## src/sv/sacf_pkg.sv

```systemverilog
// Shared types and constants for the set-associative FIFO-replacement tag store.
// No dependencies; imported by sacf_cmp_unit, the top level and the bench.
package sacf_pkg;

    localparam int ADDR_W       = 32;
    localparam int CFG_IDX_W    = 2;
    localparam int CFG_DATA_W   = 4;
    localparam int IDX_VAL_W    = 15;

    localparam int MAX_SETS_DEF = 256;
    localparam int MAX_WAYS_DEF = 8;

    localparam logic [CFG_IDX_W-1:0] CFG_OFFSET_BITS = 2'd0;
    localparam logic [CFG_IDX_W-1:0] CFG_INDEX_BITS  = 2'd1;
    localparam logic [CFG_IDX_W-1:0] CFG_WAYS_IN_USE = 2'd2;

    localparam logic [CFG_DATA_W-1:0] OFFSET_BITS_RST = 4'd4;
    localparam logic [CFG_DATA_W-1:0] INDEX_BITS_RST  = 4'd4;
    localparam logic [CFG_DATA_W-1:0] WAYS_IN_USE_RST = 4'd2;

    typedef enum logic [2:0] {
        ST_CLEAR,
        ST_IDLE,
        ST_SHIFT,
        ST_MOD,
        ST_SETRD,
        ST_SEARCH,
        ST_VICTIM,
        ST_WRITE
    } state_t;

    typedef struct packed {
        logic eq;
        logic ge;
    } cmp_flags_t;

endpackage

```

## src/sv/sacf_cmp_unit.sv

```systemverilog
// Shared compare/subtract unit: set reduction steps and tag compares.
// Depends on sacf_pkg (cmp_flags_t).
module sacf_cmp_unit #(
    parameter int W = 32
) (
    input  logic [W-1:0]         a,
    input  logic [W-1:0]         b,
    output sacf_pkg::cmp_flags_t flags,
    output logic [W-1:0]         diff
);
    import sacf_pkg::*;

    logic [W:0] sub;

    assign sub      = {1'b0, a} - {1'b0, b};
    assign diff     = sub[W-1:0];
    assign flags.ge = ~sub[W];
    assign flags.eq = (a == b);

endmodule

```

## config.mk

```make
export PLATFORM = sky130hd
export DESIGN_NAME = sacf_cmp_unit
export DESIGN_NICKNAME = d
export VERILOG_FILES = /design/src/sv/sacf_pkg.sv /design/src/sv/sacf_cmp_unit.sv
export SDC_FILE = /design/constraint.sdc
export NUM_CORES = 1
export LEC_CHECK = 0
export BUFFER_PORTS_ARGS = -buffer_cell sky130_fd_sc_hd__buf_2
export CELL_PAD_IN_SITES_DETAIL_PLACEMENT = 1
export CELL_PAD_IN_SITES_GLOBAL_PLACEMENT = 1
export CORE_MARGIN = 1.5
export CORE_UTILIZATION = 32
export DETAILED_ROUTE_END_ITERATION = 10
export GPL_TIMING_DRIVEN = 0
export PLACE_DENSITY_LB_ADDON = 0.1
export REMOVE_ABC_BUFFERS = 1
export SLEW_MARGIN = 10
export SYNTH_ARGS = -nofsm -noshare
export SYNTH_HDL_FRONTEND = slang
export SYNTH_SLANG_ARGS = --single-unit
```

## constraint.sdc

```tcl
create_clock -name vclk -period 2.8
set_clock_uncertainty 0.15 [all_clocks]
set_input_delay 0.14 -clock vclk [all_inputs]
set_output_delay 0.14 -clock vclk [all_outputs]
set_load 0.005 [all_outputs]
```

==> reports/metrics.csv, run 1 <==
metric,value,unit
status,completed,
finalMaxSlewViolations,0,
period_needed,2.68,ns
place.gp.congestion,0.793,
drt_wl_total,6170,um
crit_fanout,6,
required,2.51,ns
final_nets,486,
synth_cell_type_count,41,
finalSetupTns,0,ns
grt_pass1_wl,9800,um
synth.most_common_cell,inv_1,
slew_headroom,0.671,
endpoint,diff[30],
crit_chain,buf_2 > ha_1 > a211o_1 > o32a_1 > a221o_1 > a21oi_4 > o22ai_1 > a211oi_2 > buf_2,
p_int,0.300,mW
dieHeight,80.5,um
min-delay-path-class,primary input to output port,
clock_buffers,0,
ant_nets,0,
pwr-share-seq,0,
seq_cell_count,0,
die_x,80.5,um
cpMostUsedCell,buf_2,
wl_per_cell,13.4,um
power.leakage,1.45,nW
maxCapViolCount,0,
n_antenna_cell,0,
grt_overflow,0,
antenna_found_initial,0,
initial_utilization,0.329,
synth_top_area_share,0.208,
port_buffers,98,
io_pins,98,
fp.dieArea,6480,sq um
route.detailed.drc,0,
num_vias,2396,
fill_cells,822,
dr.pass1.iters,4,
cp_slowest_cell,a221o_1,
yosysWarnings,0,
dp_hpwl,5350,um
drt_iter0_drc,44,
path_class,primary input to output port,
fin_crit_sh,0.957,
critical_path_arrival,2.39,ns
placed_area,2480,sq um
grt_max_degree,11,
worstSetupStartpoint,a[5],
fmax,373,MHz
p_comb_frac,1.000,
vias_per_cell,5.19,
setup_viol,0,
cp-start-kind,primary input,
grt_pass1_vias,2294,
rsz0062_at_grt,yes,
power.density,251,nW/um^2
avgSynthCellArea,6.54,sq um
fin_area,2550,sq um
clkPwrFrac,0,
tightest_slew,0.488,ns
cp-end-kind,output port,
fp-row-count,28,
cpPeakStageDelay,0.43,ns
core-area,5850,sq um
yosysTopAreaCell,ha_1,
cts_hold_buf,0,
layout-drive-gt1-share,0.292,
ys_top_cells_by_count,"inv_1 (45), a21oi_1 (34), ha_1 (32)",
seq_area,0,sq um
grtUsageTotal,0.180,
multi_input_area,1780,sq um
hold_viol,0,
synthToLayoutAreaGrowth,32.5,%
synth_seq_area_share,0,
netSwitchingFraction,0.531,
syn_inst,294,
synth.area.top_cells,"ha_1 (21%), a21oi_1 (8.8%), inv_1 (8.8%)",
syn_area,1920,sq um
p_switching,0.340,mW
ir_worst_vdd,0.0943,mV
==> how the worst min path moves through the flow <==
stage	startpoint	endpoint	slack, ns	cells after the start
2_1_floorplan	b[0]	diff[0]	0.28	2
3_3_place_gp	b[0]	diff[0]	0.49	4
3_5_place_dp	b[0]	diff[0]	0.51	4
4_1_cts	b[0]	diff[0]	0.51	4
5_1_grt	b[0]	diff[0]	0.54	4
6_report	b[0]	diff[0]	0.51	4
==> power by group through the flow <==
stage	combinational (mW)	clock, mW	sequential (mW)
global route	0.720	0	0
finish	0.640	0	0
detailed placement	0.622	0	0
CTS	0.630	0	0
global placement	0.610	0	0
floorplan	0.394	0	0
==> area by class of cell <==
type,count,share of cell area
Inverter,45,0.0663
Multi-Input combinational cell,242,0.698
Tap cell,75,0.0368
Timing Repair Buffer,100,0.198
==> critical path, delay by kind of cell <==
family,cells,cell delay [ns]
fa+ha+maj,1,0.37
buf+inv,2,0.24
compound gates,6,1.64
==> placed cells by master (no fill, tap or decap), types with 2 or more instances in the layout <==
| master | instances |
|---|---|
| o21bai_1 | 3 |
| nand4_1 | 3 |
| xor2_1 | 10 |
| o2111ai_1 | 2 |
| o22ai_1 | 2 |
| inv_1 | 45 |
| nor2_1 | 14 |
| nand2_1 | 21 |
| buf_2 | 98 |
| nor2b_1 | 2 |
| o32a_1 | 2 |
| buf_4 | 2 |
| nor3_1 | 4 |
| nand2b_1 | 4 |
| ha_2 | 2 |
| a21oi_2 | 3 |
| and3_1 | 6 |
| xnor2_1 | 17 |
| o211ai_1 | 3 |
| o21a_1 | 6 |
| nand3_1 | 8 |
| a21o_1 | 20 |
| ha_1 | 30 |
| a21oi_1 | 33 |
| nor4_1 | 2 |
| and2_1 | 3 |
| o21ai_1 | 4 |
| o21ai_0 | 15 |
| a211o_1 | 2 |
==> per-layer routing <==
layer / part of all wire / wire length [um] / track usage / vias to the layer above
met5: 0 / 0 / 0 / -
met4: 0.0026 / 16 / 0.0103 / 0
met3: 0.034 / 207 / 0.00114 / 2
met2: 0.50 / 3110 / 0.337 / 50
met1: 0.46 / 2830 / 0.239 / 1103
li1: - / - / - / 1241
==> per-stage QoR <==
stage               setup WS, ns   util  power (mW)  std cells  hold slack (ns)
floorplan                  0.508      -       0.394        287            0.285
CTS                     -0.00653  0.427       0.630        460            0.512
detailed placement       -0.0435  0.424       0.622        460            0.511
global route             -0.0220  0.435       0.720        462            0.535
global placement         -0.0162  0.424       0.610        460            0.485
finish                     0.121  0.435       0.640        462            0.514
==> kinds of logic (layout without fill, tap and decap cells) <==
group	Yosys count	after routing	share of synthesized area
compound gates	111	111	0.377
simple gates	71	71	0.180
buf+inv	52	145	0.101
fa+ha+maj	33	33	0.219
xor+xnor	27	27	0.123
==> timing repair <==
item | CTS | global route
pin swaps | 1 | 5
setup endpoints to repair | 3 | 11
gates resized for setup | 2 | 12
setup buffers | 0 | 2
(Power assumes the default switching activity.)
==> run 2: changes to the inputs <==
BUFFER_PORTS_ARGS = -buffer_cell sky130_fd_sc_hd__buf_4   (was -buffer_cell sky130_fd_sc_hd__buf_2)
CORE_ASPECT_RATIO = 1.75   (was unset)
==> reports/metrics.csv, run 2 (synthesis results as in run 1) <==
metric,value,unit
synthToLayoutAreaGrowth,45.9,%
crit_chain,buf_4 > inv_1 > ha_2 > a211o_1 > o32a_1 > a221o_1 > a21oi_4 > o22ai_2 > a211oi_2 > buf_4,
layout_commonest_cell,buf_4,
path_class,primary input to output port,
post-place-ws,-0.0902,ns
pwr-share-seq,0,
finalMaxSlewViolations,0,
layout-drive-gt1-share,0.294,
fin_area,2810,sq um
cp-end-kind,output port,
seq_cell_count,0,
power.leakage,1.54,nW
grt_pass1_vias,2503,
placed_area,2730,sq um
wl_per_cell,13.9,um
cpPeakStageDelay,0.46,ns
required,2.51,ns
core-area,5830,sq um
min_from,b[0],
dr_wl_met3,233,um
die_x,61.6,um
io_pins,98,
initial_utilization,0.330,
netSwitchingFraction,0.480,
period_needed,2.72,ns
fp-row-count,37,
p_int,0.380,mW
worstSetupStartpoint,b[5],
ant_nets,0,
final_nets,487,
drt_wl_total,6470,um
grt_max_degree,11,
route.met2.wl,3910,um
grtUsageTotal,0.199,
setup_viol,0,
cp-start-kind,primary input,
cp_slowest_cell,a221o_1,
hold_viol,0,
path_delay_family,compound AO/OA/AOI/OAI gates,
ir_worst_vdd,0.0979,mV
power.density,261,nW/um^2
wl_met1,2280,um
p_comb_frac,1.000,
port_buffers,98,
antenna_found_initial,0,
status,completed,
dr.max_layer_used,met4,
route.detailed.drc,0,
crit_buf_inv,3,
clock_buffers,0,
fmax,367,MHz
p_total,0.731,mW
clkPwrFrac,0,
dr.pass1.iters,4,
cpMostUsedCell,buf_4,
crit_fanout,6,
min-delay-path-class,primary input to output port,
fp.dieArea,6500,sq um
dp_hpwl,5690,um
mostFrequentLayoutCells,"buf_4 (101), inv_1 (45), a21oi_1 (32)",
drt_iter0_drc,51,
maxCapViolCount,0,
p_switching,0.351,mW
num_vias,2427,
tightest_slew,0.594,ns
place.gp.congestion,0.838,
fill_cells,803,
critical_path_arrival,2.43,ns
finalWorstSetupSlack,0.0754,ns
fin_crit_sh,0.973,
vias_per_cell,5.21,
n_antenna_cell,0,
slew_headroom,0.604,
dieHeight,106,um
seq_area,0,sq um
grt_overflow,0,
grt_pass1_wl,10700,um
-- run 2: cell count changes in the layout (fill, tap and decap cells not counted), sizes merged --
cell  previous run  this run
buf            100       101
-- run 2: final timing paths --
path,end,slack [ns],cells past startpoint
setup / recovery,diff[30],0.08,10
hold / removal,diff[0],0.49,4
-- run 2: cell type report --
cell class | instances | area (sq um) | area share
Inverter | 45 | 169 | 0.0602
Multi-Input combinational cell | 242 | 1780 | 0.635
Tap cell | 78 | 97.6 | 0.0348
Timing Repair Buffer | 101 | 758 | 0.270
-- run 2: layer usage --
| metal | track usage | up-vias |
|---|---|---|
| met4 | 0.0122 | 0 |
| met3 | 0.00859 | 4 |
| met2 | 0.421 | 57 |
| li1 | - | 1238 |
| met1 | 0.203 | 1128 |
| met5 | 0 | - |
-- run 2: power groups by stage --
stage	logic (mW)	registers (mW)	clock network, mW
CTS	0.722	0	0
global route	0.811	0	0
floorplan	0.394	0	0
finish	0.731	0	0
detailed placement	0.709	0	0
global placement	0.699	0	0
-- run 2: through the flow --
step            util  hold WS [ns]  cells  TNS, ns
2_1_floorplan      -         0.285    287        0
3_3_place_gp   0.468         0.497    463   -0.257
3_5_place_dp   0.468         0.498    463   -0.352
4_1_cts        0.473         0.499    464        0
5_1_grt        0.481         0.516    466  -0.0101
6_report       0.481         0.492    466        0
-- run 2: what timing repair did --
item	CTS	global route
endpoints found under the setup margin	8	11
buffers inserted	1	2
resized for setup	3	9
endpoints found under the hold margin	0	0
pin swaps	2	3
hold buffers	0	0
