**src/sv/sacf_ram.sv**
```systemverilog
// Simple dual-port RAM: one write port, one registered read port.
// No dependencies; used for tag and set stores.
module sacf_ram #(
    parameter int WIDTH = 8,
    parameter int DEPTH = 16,
    parameter int AW    = (DEPTH > 1) ? $clog2(DEPTH) : 1
) (
    input  logic             clk,
    input  logic             wr_en,
    input  logic [AW-1:0]    wr_addr,
    input  logic [WIDTH-1:0] wr_data,
    input  logic             rd_en,
    input  logic [AW-1:0]    rd_addr,
    output logic [WIDTH-1:0] rd_data
);

    logic [WIDTH-1:0] mem [DEPTH];
    logic [WIDTH-1:0] rd_data_reg;

    always_ff @(posedge clk)
    begin
        if (wr_en)
        begin
            mem[wr_addr] <= wr_data;
        end
    end

    // Hold the read word until the next read is issued.
    always_ff @(posedge clk)
    begin
        if (rd_en)
        begin
            rd_data_reg <= mem[rd_addr];
        end
    end

    assign rd_data = rd_data_reg;

endmodule

```
**config.mk**
```make
export PLATFORM = sky130hd
export DESIGN_NAME = sacf_ram
export DESIGN_NICKNAME = d
export VERILOG_FILES = /design/src/sv/sacf_ram.sv
export SDC_FILE = /design/constraint.sdc
export NUM_CORES = 1
export LEC_CHECK = 0
export ABC_AREA = 1
export BUFFER_PORTS_ARGS = -buffer_cell sky130_fd_sc_hd__clkbuf_2
export CAP_MARGIN = 20
export CORE_AREA = 5 5 136 138
export DETAILED_ROUTE_END_ITERATION = 10
export DIE_AREA = 0 0 141 143
export SYNTH_ARGS = -nofsm -noshare
export SYNTH_HDL_FRONTEND = slang
export SYNTH_SLANG_ARGS = --single-unit
```
**constraint.sdc**
```tcl
create_clock -name clk -period 1.2 [get_ports clk]
set_input_delay 0.06 -clock clk [delete_from_list [all_inputs] [get_ports clk]]
set_output_delay 0.06 -clock clk [all_outputs]
set_load 0.01 [all_outputs]
```
==> flow_summary_export.csv, run 1 <==
group,metric,value,unit
status,status,"complete, no violations",
worst_setup_path,cp_num_buf_inv,0,
routing,dr.pass1.iters,5,
synthesis,synthDistinctLibCells,11,
routing,num_vias,3807,
timing,period_minus_slack,1110,ps
grt,grt_pass1_wl,20.8,mm
clock_network,cts_root_buf,"clkbuf_16",
worst_setup_path,start_kind,"flip-flop",
synthesis,synth_fp_nets,570,
synthesis,avgSynthCellArea,10.6,um2
die,core_area,17100,um2
worst_setup_path,critPathKind,"flip-flop to flip-flop",
grt,antenna_found_initial,0,
timing,finalCritPeriodShare,92.3,%
synthesis,synthAdderAreaFrac,0,%
die,die-area,20200,um2
worst_setup_path,slowest_delay,360,ps
routing,drc,0,
finish,diodes,0,
finish,multi_input_area,1210,um2
synthesis,synth_xor_area_share,0,%
timing,worstMarginPinSlew,608,ps
routing,ant_nets,0,
pwr,leakagePower,2.94,nW
routing,routed_wl,13.4,mm
clock_network,clk_pin_slew_worst_paths,60,ps
timing,finClkSkew,7.26,ps
finish,register_area,4080,um2
synthesis,synthCells,551,
die,ioPinCount,27,
pwr,ir_drop,1.04,mV
pwr,p_per_area,1540,nW/um2
worst_hold_path,hold_class,"input pin to flip-flop",
worst_setup_path,cp_top_family,"simple AND/OR/NAND/NOR gates",
clock_network,cts_buffers,17,
die,rows,48,
clock_network,clock-sinks,136,
routing,drt-vias-per-instance,4.56,
timing,setup_viol,0,
synthesis,yosys.area_share.simple,20.8,%
finish,mostFrequentLayoutCells,"nand2_1 (173), edfxtp_1 (136), inv_1 (100)",
worst_setup_path,r2r_start,"mem[2][3]",
placement,place_hpwl,8.58,mm
timing,hold_viol_final,0,
grt,grt_pass1_vias,3662,
finish,largest_register_ffs,128,
timing,fmax,0.903,GHz
placement,routabilityCongestion,0.805,
synthesis,yosysSeqAreaShare,69.8,%
die,fp.dieW,141,um
worst_setup_path,cp_data_arrival_time,1280,ps
synthesis,synth_top_family_by_area,"simple AND/OR/NAND/NOR gates",
clock_network,hold_buffers,0,
worst_setup_path,crit_fanout,1,
synthesis,synth_compound_area_share,0,%
finish,fill_cells,1677,
job,drv_cap,0,
clock_network,post_cts_buffers,0,
worst_setup_path,rr_worst_depth,6,
grt,grt_max_degree,54,
timing,slew-limit-headroom,59.4,%
clock_network,tritoncts,"yes",
worst_setup_path,regToRegEndpoint,"rd_data[3]",
clock_network,clk_latency,420,ps
worst_setup_path,crit_path_end_kind,"flip-flop",
finish,area_growth,17.0,%
worst_hold_path,whs_endpoint,"rd_data[1]",
placement,dpl_cell_area,6340,um2
clock_network,cts-resized-gates,0,
worst_setup_path,r2r_slack,90,ps
timing,slew_violations,0,
routing,wl_per_cell,16.0,um
worst_hold_path,min_from,"rd_en",
routing,drt_iter0_drc,370,
die,start_util,34.3,%
finish,final_cell_area,6840,um2
synthesis,mappedNetlistArea,5850,um2
clock_network,cts_buffer_depth,2,
worst_hold_path,hold_depth,1,
placement,post-place-ws,-72.4,ps
finish,drive_gt1_share,12.5,%
synthesis,synthMuxAreaShare,0,%
worst_setup_path,worst_path_most_repeated_cell,"nand2_1",
worst_setup_path,required,1370,ps
worst_setup_path,cp_cell_sequence,"nand2_1 > nand2_1 > nand2_1 > nand3_1 > nand3_1 > nand2_1",
finish,final_common_cell,"nand2_1",
timing,rsz0062_at_grt,"no",
clock_network,htreeDepth,4,
timing,fin_ws,92.2,ps
die,die_h,143,um
grt,grt-ovfl-total,0,
synthesis,ys_seq_elements,136,
synthesis,yosys_warnings,0,
finish,nNetsFinal,619,
grt,grt.total_usage,13.9,%
worst_setup_path,cpMaxStageDelayCell,"edfxtp_1",
placement,port_buffers,26,
metrics by stage:
stage	util, %	instances	TNS, ps	hold slack [ps]	total power, W
2_1_floorplan	-	551	0	159	0.00586
5_1_grt	40.1	835	0	21.1	0.0110
4_1_cts	40.1	835	0	10.8	0.0107
6_report	40.1	835	0	26.8	0.0106
3_5_place_dp	37.2	806	-284	456	0.00616
3_3_place_gp	37.2	806	-289	464	0.00615
how the worst max path moves through the flow:
stage               startpoint          to  slack, ps  cells after the start
CTS                  mem[9][2]  rd_data[2]         70                      6
global route         mem[5][4]  rd_data[4]         30                      6
detailed placement  rd_addr[1]  rd_data[2]        -70                      6
floorplan           wr_addr[2]  mem[10][0]        190                      2
finish               mem[2][3]  rd_data[3]         90                      6
global placement    rd_addr[1]  rd_data[3]        -70                      6
cells in the mapped netlist (all sizes together):
cell type  instances  area [um2]
inv              102         383
nand3             97         485
nand2            173         649
edfxtp           136        4080
nor2              17        63.8
buf               24         166
nand3b             2        15.0
layout make-up:
class / instances / share of cell area (%)
Clock buffer: 21 / 6.44
Clock inverter: 8 / 0.860
Inverter: 102 / 5.60
Multi-Input combinational cell: 289 / 17.7
Sequential cell: 136 / 59.7
Tap cell: 225 / 4.12
Timing Repair Buffer: 54 / 5.53
power breakdown:
part           total [W]  leakage [nW]  switching [W]  internal [W]
Combinational   0.000665          1.46       0.000457      0.000208
Clock            0.00450         0.244        0.00174       0.00276
Sequential       0.00539          1.24      0.0000325       0.00536
Total             0.0106          2.94        0.00223       0.00832
cells by family after synthesis:
family | count (synthesis)
buf+inv | 126
flops | 136
simple gates | 289
layer usage:
metal | vias up | GRT usage [%] | wire (um)
li1 | 1874 | - | -
met4 | 0 | 5.92 | 241
met5 | - | 0 | 0
met1 | 1831 | 19.4 | 6300
met3 | 18 | 3.38 | 573
met2 | 84 | 20.9 | 6240
Power figures use the tool's default switching activity.
==> run 2: changes to the inputs <==
--- a/config.mk
+++ b/config.mk
@@ -11,6 +11,7 @@
 export CORE_AREA = 5 5 136 138
 export DETAILED_ROUTE_END_ITERATION = 10
 export DIE_AREA = 0 0 141 143
+export MAX_ROUTING_LAYER = met4
 export SYNTH_ARGS = -nofsm -noshare
 export SYNTH_HDL_FRONTEND = slang
 export SYNTH_SLANG_ARGS = --single-unit
==> flow_summary_export.csv, run 2 (synthesized netlist as in run 1, its figures left out) <==
group,metric,value,unit
grt,grt_pass1_wl,21.3,mm
worst_setup_path,critPathKind,"flip-flop to flip-flop",
grt,use_met1,19.8,%
timing,period_minus_slack,1120,ps
grt,grt-ovfl-total,0,
clock_network,htreeDepth,4,
routing,ant_nets,0,
clock_network,clk_latency,410,ps
worst_setup_path,start_kind,"flip-flop",
timing,slew-limit-headroom,57.4,%
clock_network,tritoncts,"yes",
clock_network,cts_root_buf,"clkbuf_16",
grt,grt_pass1_vias,3829,
pwr,ir_drop,0.877,mV
finish,register_area,4080,um2
worst_setup_path,cp_data_arrival_time,1290,ps
worst_setup_path,required,1370,ps
placement,place_hpwl,8.58,mm
clock_network,clock-sinks,136,
die,start_util,34.3,%
placement,dp_cells,807,
worst_setup_path,crit_path_end_kind,"flip-flop",
finish,fill_cells,1673,
timing,setup_viol,0,
pwr,leakagePower,2.97,nW
routing,num_vias,3939,
routing,routed_wl,13.6,mm
timing,slew_violations,0,
finish,area_growth,18.1,%
grt,met3_usage,2.81,%
worst_hold_path,hold_class,"input pin to flip-flop",
finish,mostFrequentLayoutCells,"nand2_1 (173), edfxtp_1 (136), inv_1 (100)",
routing,drc,0,
die,ioPinCount,27,
clock_network,cts_buffers,17,
finish,final_common_cell,"nand2_1",
status,status,"complete, no violations",
pwr,power,0.0109,W
timing,worstMarginPinSlew,638,ps
routing,drt_iter0_drc,555,
die,rows,48,
placement,port_buffers,26,
die,core_area,17100,um2
routing,dr.pass1.iters,5,
grt,antenna_found_initial,0,
timing,fin_ws,79.0,ps
timing,whs,38.9,ps
grt,grt.total_usage,14.6,%
grt,met2_usage,21.5,%
finish,final_cell_count_no_fill,839,
placement,routabilityCongestion,0.849,
routing,drt-vias-per-instance,4.69,
finish,diodes,0,
finish,drive_gt1_share,14.0,%
placement,post-place-ws,-78.3,ps
die,die-area,20200,um2
finish,largest_register_ffs,128,
clock_network,cts_buffer_depth,2,
finish,multi_input_area,1230,um2
grt,grt_max_degree,53,
clock_network,hold_buffers,0,
timing,fmax,0.892,GHz
die,die_h,143,um
finish,nNetsFinal,620,
worst_setup_path,crit_fanout,1,
grt,grt_busiest_layer,"met2",
timing,hold_viol_final,0,
pwr,p_per_area,1580,nW/um2
timing,finalCritPeriodShare,93.4,%
die,fp.dieW,141,um
job,drv_cap,0,
timing,finClkSkew,4.14,ps
routing,wl_per_cell,16.2,um
clock_network,clk_pin_slew_worst_paths,60,ps
run 2: cell count changes in the layout (fill, tap and decap cells not counted):
cell	delta
clkinv_2	+4
nand3_1	-3
nand3_2	+3
clkinv_1	-2
buf_4	+1
bufinv_16	+1
clkbuf_1	-1
clkinvlp_4	+1
run 2: path summary, 6_finish.rpt:
check                                 from  slack, ps  cells past startpoint    endpoint
worst min register to register  mem[12][5]        760                      6  rd_data[5]
worst min-delay path                 rd_en         40                      1  rd_data[3]
worst max-delay path             mem[1][3]         80                      6  rd_data[3]
worst max register to register   mem[1][3]         80                      6  rd_data[3]
run 2: final cells by class:
cell class	count	share of cell area, %
multi-input combinational	289	17.8
clock inverter	12	1.58
clock buffer	20	6.32
sequential	136	59.1
timing repair buffer	55	5.58
tap	225	4.08
inverter	102	5.54
run 2: timing repair:
item,in CTS,in global routing
endpoints found under the setup margin,0,3
gates resized for setup,0,3
setup buffers,0,0
run 2: power breakdown:
group	internal, W	switching [W]
sequential	0.00536	0.0000323
combinational	0.000212	0.000467
clock	0.00300	0.00181
total	0.00857	0.00231
run 2: worst max-delay path, cell delays in order (launching register included):
cell and delay (ps):
edfxtp_1 360, inv_1 60, nand2_1 60, nand3_1 90, nand3_1 140, nand3_1 110
nand2_1 60
run 2: per-layer routing:
metal  up-vias  part of all wire [%]
li1       1879                     -
met1      1903                    46
met2       137                    47
met3        20                   5.6
met4         0                   1.7
met5         -                     0
run 2: stage by stage:
step                      cell area [um2]  util [%]  TNS [ps]
after global routing                 6910      40.5     -14.7
after detailed placement             6350      37.2      -334
after floorplan                      5850         -         0
final                                6910      40.5         0
after CTS                            6890      40.4         0
after global placement               6350      37.2      -242
==> run 3: changes to the inputs <==
--- a/config.mk
+++ b/config.mk
@@ -5,12 +5,12 @@
 export SDC_FILE = /design/constraint.sdc
 export NUM_CORES = 1
 export LEC_CHECK = 0
-export ABC_AREA = 1
+export ABC_AREA = 0
 export BUFFER_PORTS_ARGS = -buffer_cell sky130_fd_sc_hd__clkbuf_2
 export CAP_MARGIN = 20
-export CORE_AREA = 5 5 136 138
+export CORE_AREA = 5 5 129 131
 export DETAILED_ROUTE_END_ITERATION = 10
-export DIE_AREA = 0 0 141 143
+export DIE_AREA = 0 0 134 136
 export MAX_ROUTING_LAYER = met4
 export SYNTH_ARGS = -nofsm -noshare
 export SYNTH_HDL_FRONTEND = slang
==> flow_summary_export.csv, run 3 <==
group,metric,value,unit
synthesis,mappedNetlistArea,5230,um2
finish,mostFrequentLayoutCells,"edfxtp_1 (136), mux4_2 (32), buf_4 (27)",
timing,fin_tns_setup,-1370,ps
finish,largest_register_ffs,128,
status,violations,"setup timing",
grt,grt_pass1_vias,2581,
grt,grt.total_usage,12.4,%
pwr,seqPwrFrac,47.2,%
finish,final_cell_count_no_fill,500,
routing,num_vias,2454,
pwr,switching_share,19.0,%
pwr,p_clk_share,48.1,%
worst_setup_path,cp_data_arrival_time,1550,ps
worst_setup_path,start_kind,"flip-flop",
finish,drive_gt1_share,41.0,%
pwr,ir_drop,1.01,mV
status,status,"finished, violations left",
synthesis,synthDistinctLibCells,18,
clock_network,clk_latency,410,ps
placement,dp_cells,467,
pwr,p_int,0.00925,W
clock_network,clk_pin_slew_worst_paths,60,ps
clock_network,cts_buffers,17,
worst_setup_path,required,1360,ps
timing,finClkSkew,5.98,ps
synthesis,ys_async_sr_fraction,0,%
die,die_h,136,um
routing,routed_wl,10.0,mm
die,rows,46,
job,drv_cap,0,
placement,port_buffers,26,
synthesis,ys_dominant_reg_cell,"edfxtp_1",
die,ioPinCount,27,
clock_network,tritoncts,"yes",
die,start_util,33.8,%
pwr,netSwitchingPower,0.00217,W
routing,drc,0,
timing,whs,55.6,ps
timing,worstMarginPinSlew,989,ps
placement,place_hpwl,6.66,mm
clock_network,clock-sinks,136,
synthesis,synth_common_cells,"edfxtp_1 (136), mux4_2 (18), a22oi_1 (16)",
timing,rsz0062_at_grt,"yes",
synthesis,yosys_warnings,0,
die,die-area,18200,um2
synthesis,avgSynthCellArea,22.8,um2
synthesis,synth.area.top_cells,"edfxtp_1 (78%), mux4_2 (7.8%), mux4_1 (7.0%), a22oi_1 (2.3%), nor2_1 (0.93%)",
placement,routabilityCongestion,0.735,
timing,period_minus_slack,1390,ps
placement,post-place-ws,-363,ps
synthesis,yosysMostFrequentCell,"edfxtp_1",
pwr,combPwrFrac,4.7,%
synthesis,synth_fp_nets,248,
routing,drt-vias-per-instance,4.91,
grt,grt_max_degree,29,
finish,nNetsFinal,313,
pwr,p_per_area,1780,nW/um2
synthesis,synth-edff-count,136,
routing,ant_nets,0,
worst_setup_path,crit_fanout,1,
routing,drt_iter0_drc,176,
die,fp.dieW,134,um
clock_network,cts_buffer_depth,2,
routing,dr.pass1.iters,4,
timing,finalCritPeriodShare,116,%
worst_setup_path,critPathKind,"flip-flop to flip-flop",
finish,final_common_cell,"edfxtp_1",
timing,fmax,0.717,GHz
die,core_area,15500,um2
timing,hold_viol_final,0,
timing,setup_viol,8,
synthesis,synthCells,229,
synthesis,synth_top_area_cell,"edfxtp_1",
worst_setup_path,crit_path_end_kind,"flip-flop",
grt,grt_pass1_wl,15.6,mm
clock_network,htreeDepth,4,
synthesis,yosysSeqAreaShare,78.1,%
finish,area_growth,22.5,%
worst_hold_path,hold_class,"input pin to flip-flop",
synthesis,ys_seq_elements,136,
pwr,power,0.0114,W
grt,grt-ovfl-total,0,
timing,slew_violations,0,
routing,wl_per_cell,20.0,um
pwr,leakagePower,2.12,nW
timing,slew-limit-headroom,34.0,%
timing,fin_ws,-194,ps
synthesis,synthDominantCellAreaShare,78.1,%
clock_network,cts_root_buf,"clkbuf_16",
grt,antenna_found_initial,1,
run 3: cell type report:
cell class                      instances  area (um2)
Antenna cell                            1        2.50
Clock buffer                           17         425
Clock inverter                         15         208
Fill cell                            1348        9080
Multi-Input combinational cell         83        1050
Sequential cell                       136        4080
Tap cell                              192         240
Timing Repair Buffer                   56         393
run 3: routing by layer:
layer	vias up	track usage, %	part of all wire [%]
li1	1099	-	-
met1	1270	15.9	45
met2	63	17.8	47
met3	22	4.03	5.0
met4	0	6.06	2.7
met5	-	-	0
run 3: metrics by stage:
| step | utilization [%] | cell area, um2 |
|---|---|---|
| 2_1_floorplan | - | 5220 |
| 3_3_place_gp | 37.1 | 5740 |
| 3_5_place_dp | 37.1 | 5740 |
| 4_1_cts | 41.3 | 6400 |
| 5_1_grt | 41.4 | 6400 |
| 6_report | 41.4 | 6400 |
run 3: what timing repair did:
| item | in CTS | in global routing |
|---|---|---|
| setup endpoints to repair | 8 | 8 |
| buffers inserted | 0 | 0 |
| pin swaps | 2 | 2 |
| hold buffers | 0 | 0 |
| gates resized for setup | 6 | 0 |
run 3: cell families (layout without fill, tap and decap cells):
logic type,Yosys count,after routing,share of synthesized area (%)
AND/OR/NAND/NOR,35,35,3.14
buffers and inverters,10,88,1.65
flip-flops,136,136,78.1
AO/OA/AOI/OAI,16,16,2.30
multiplexers,32,32,14.8
other,0,1,0
run 3: worst paths after layout:
path,slack (ps),start,to,cells past startpoint
setup / recovery,-190,mem[11][5],rd_data[5],3
setup reg to reg,-190,mem[11][5],rd_data[5],3
hold reg to reg,740,mem[12][7],rd_data[7],3
hold / removal,60,wr_data[4],mem[6][4],1
run 3: power by group through the flow:
stage | logic (W) | registers [W] | clock network (W)
floorplan | 0.000296 | 0.00548 | 0
global placement | 0.000532 | 0.00548 | 0
detailed placement | 0.000541 | 0.00549 | 0
CTS | 0.000557 | 0.00539 | 0.00559
global route | 0.000593 | 0.00539 | 0.00580
finish | 0.000542 | 0.00539 | 0.00549
run 3: critical path: stages (launching register included):
cell and delay [ps]:
edfxtp_1 370, mux4_2 480, a22oi_2 210, nand2_1 80
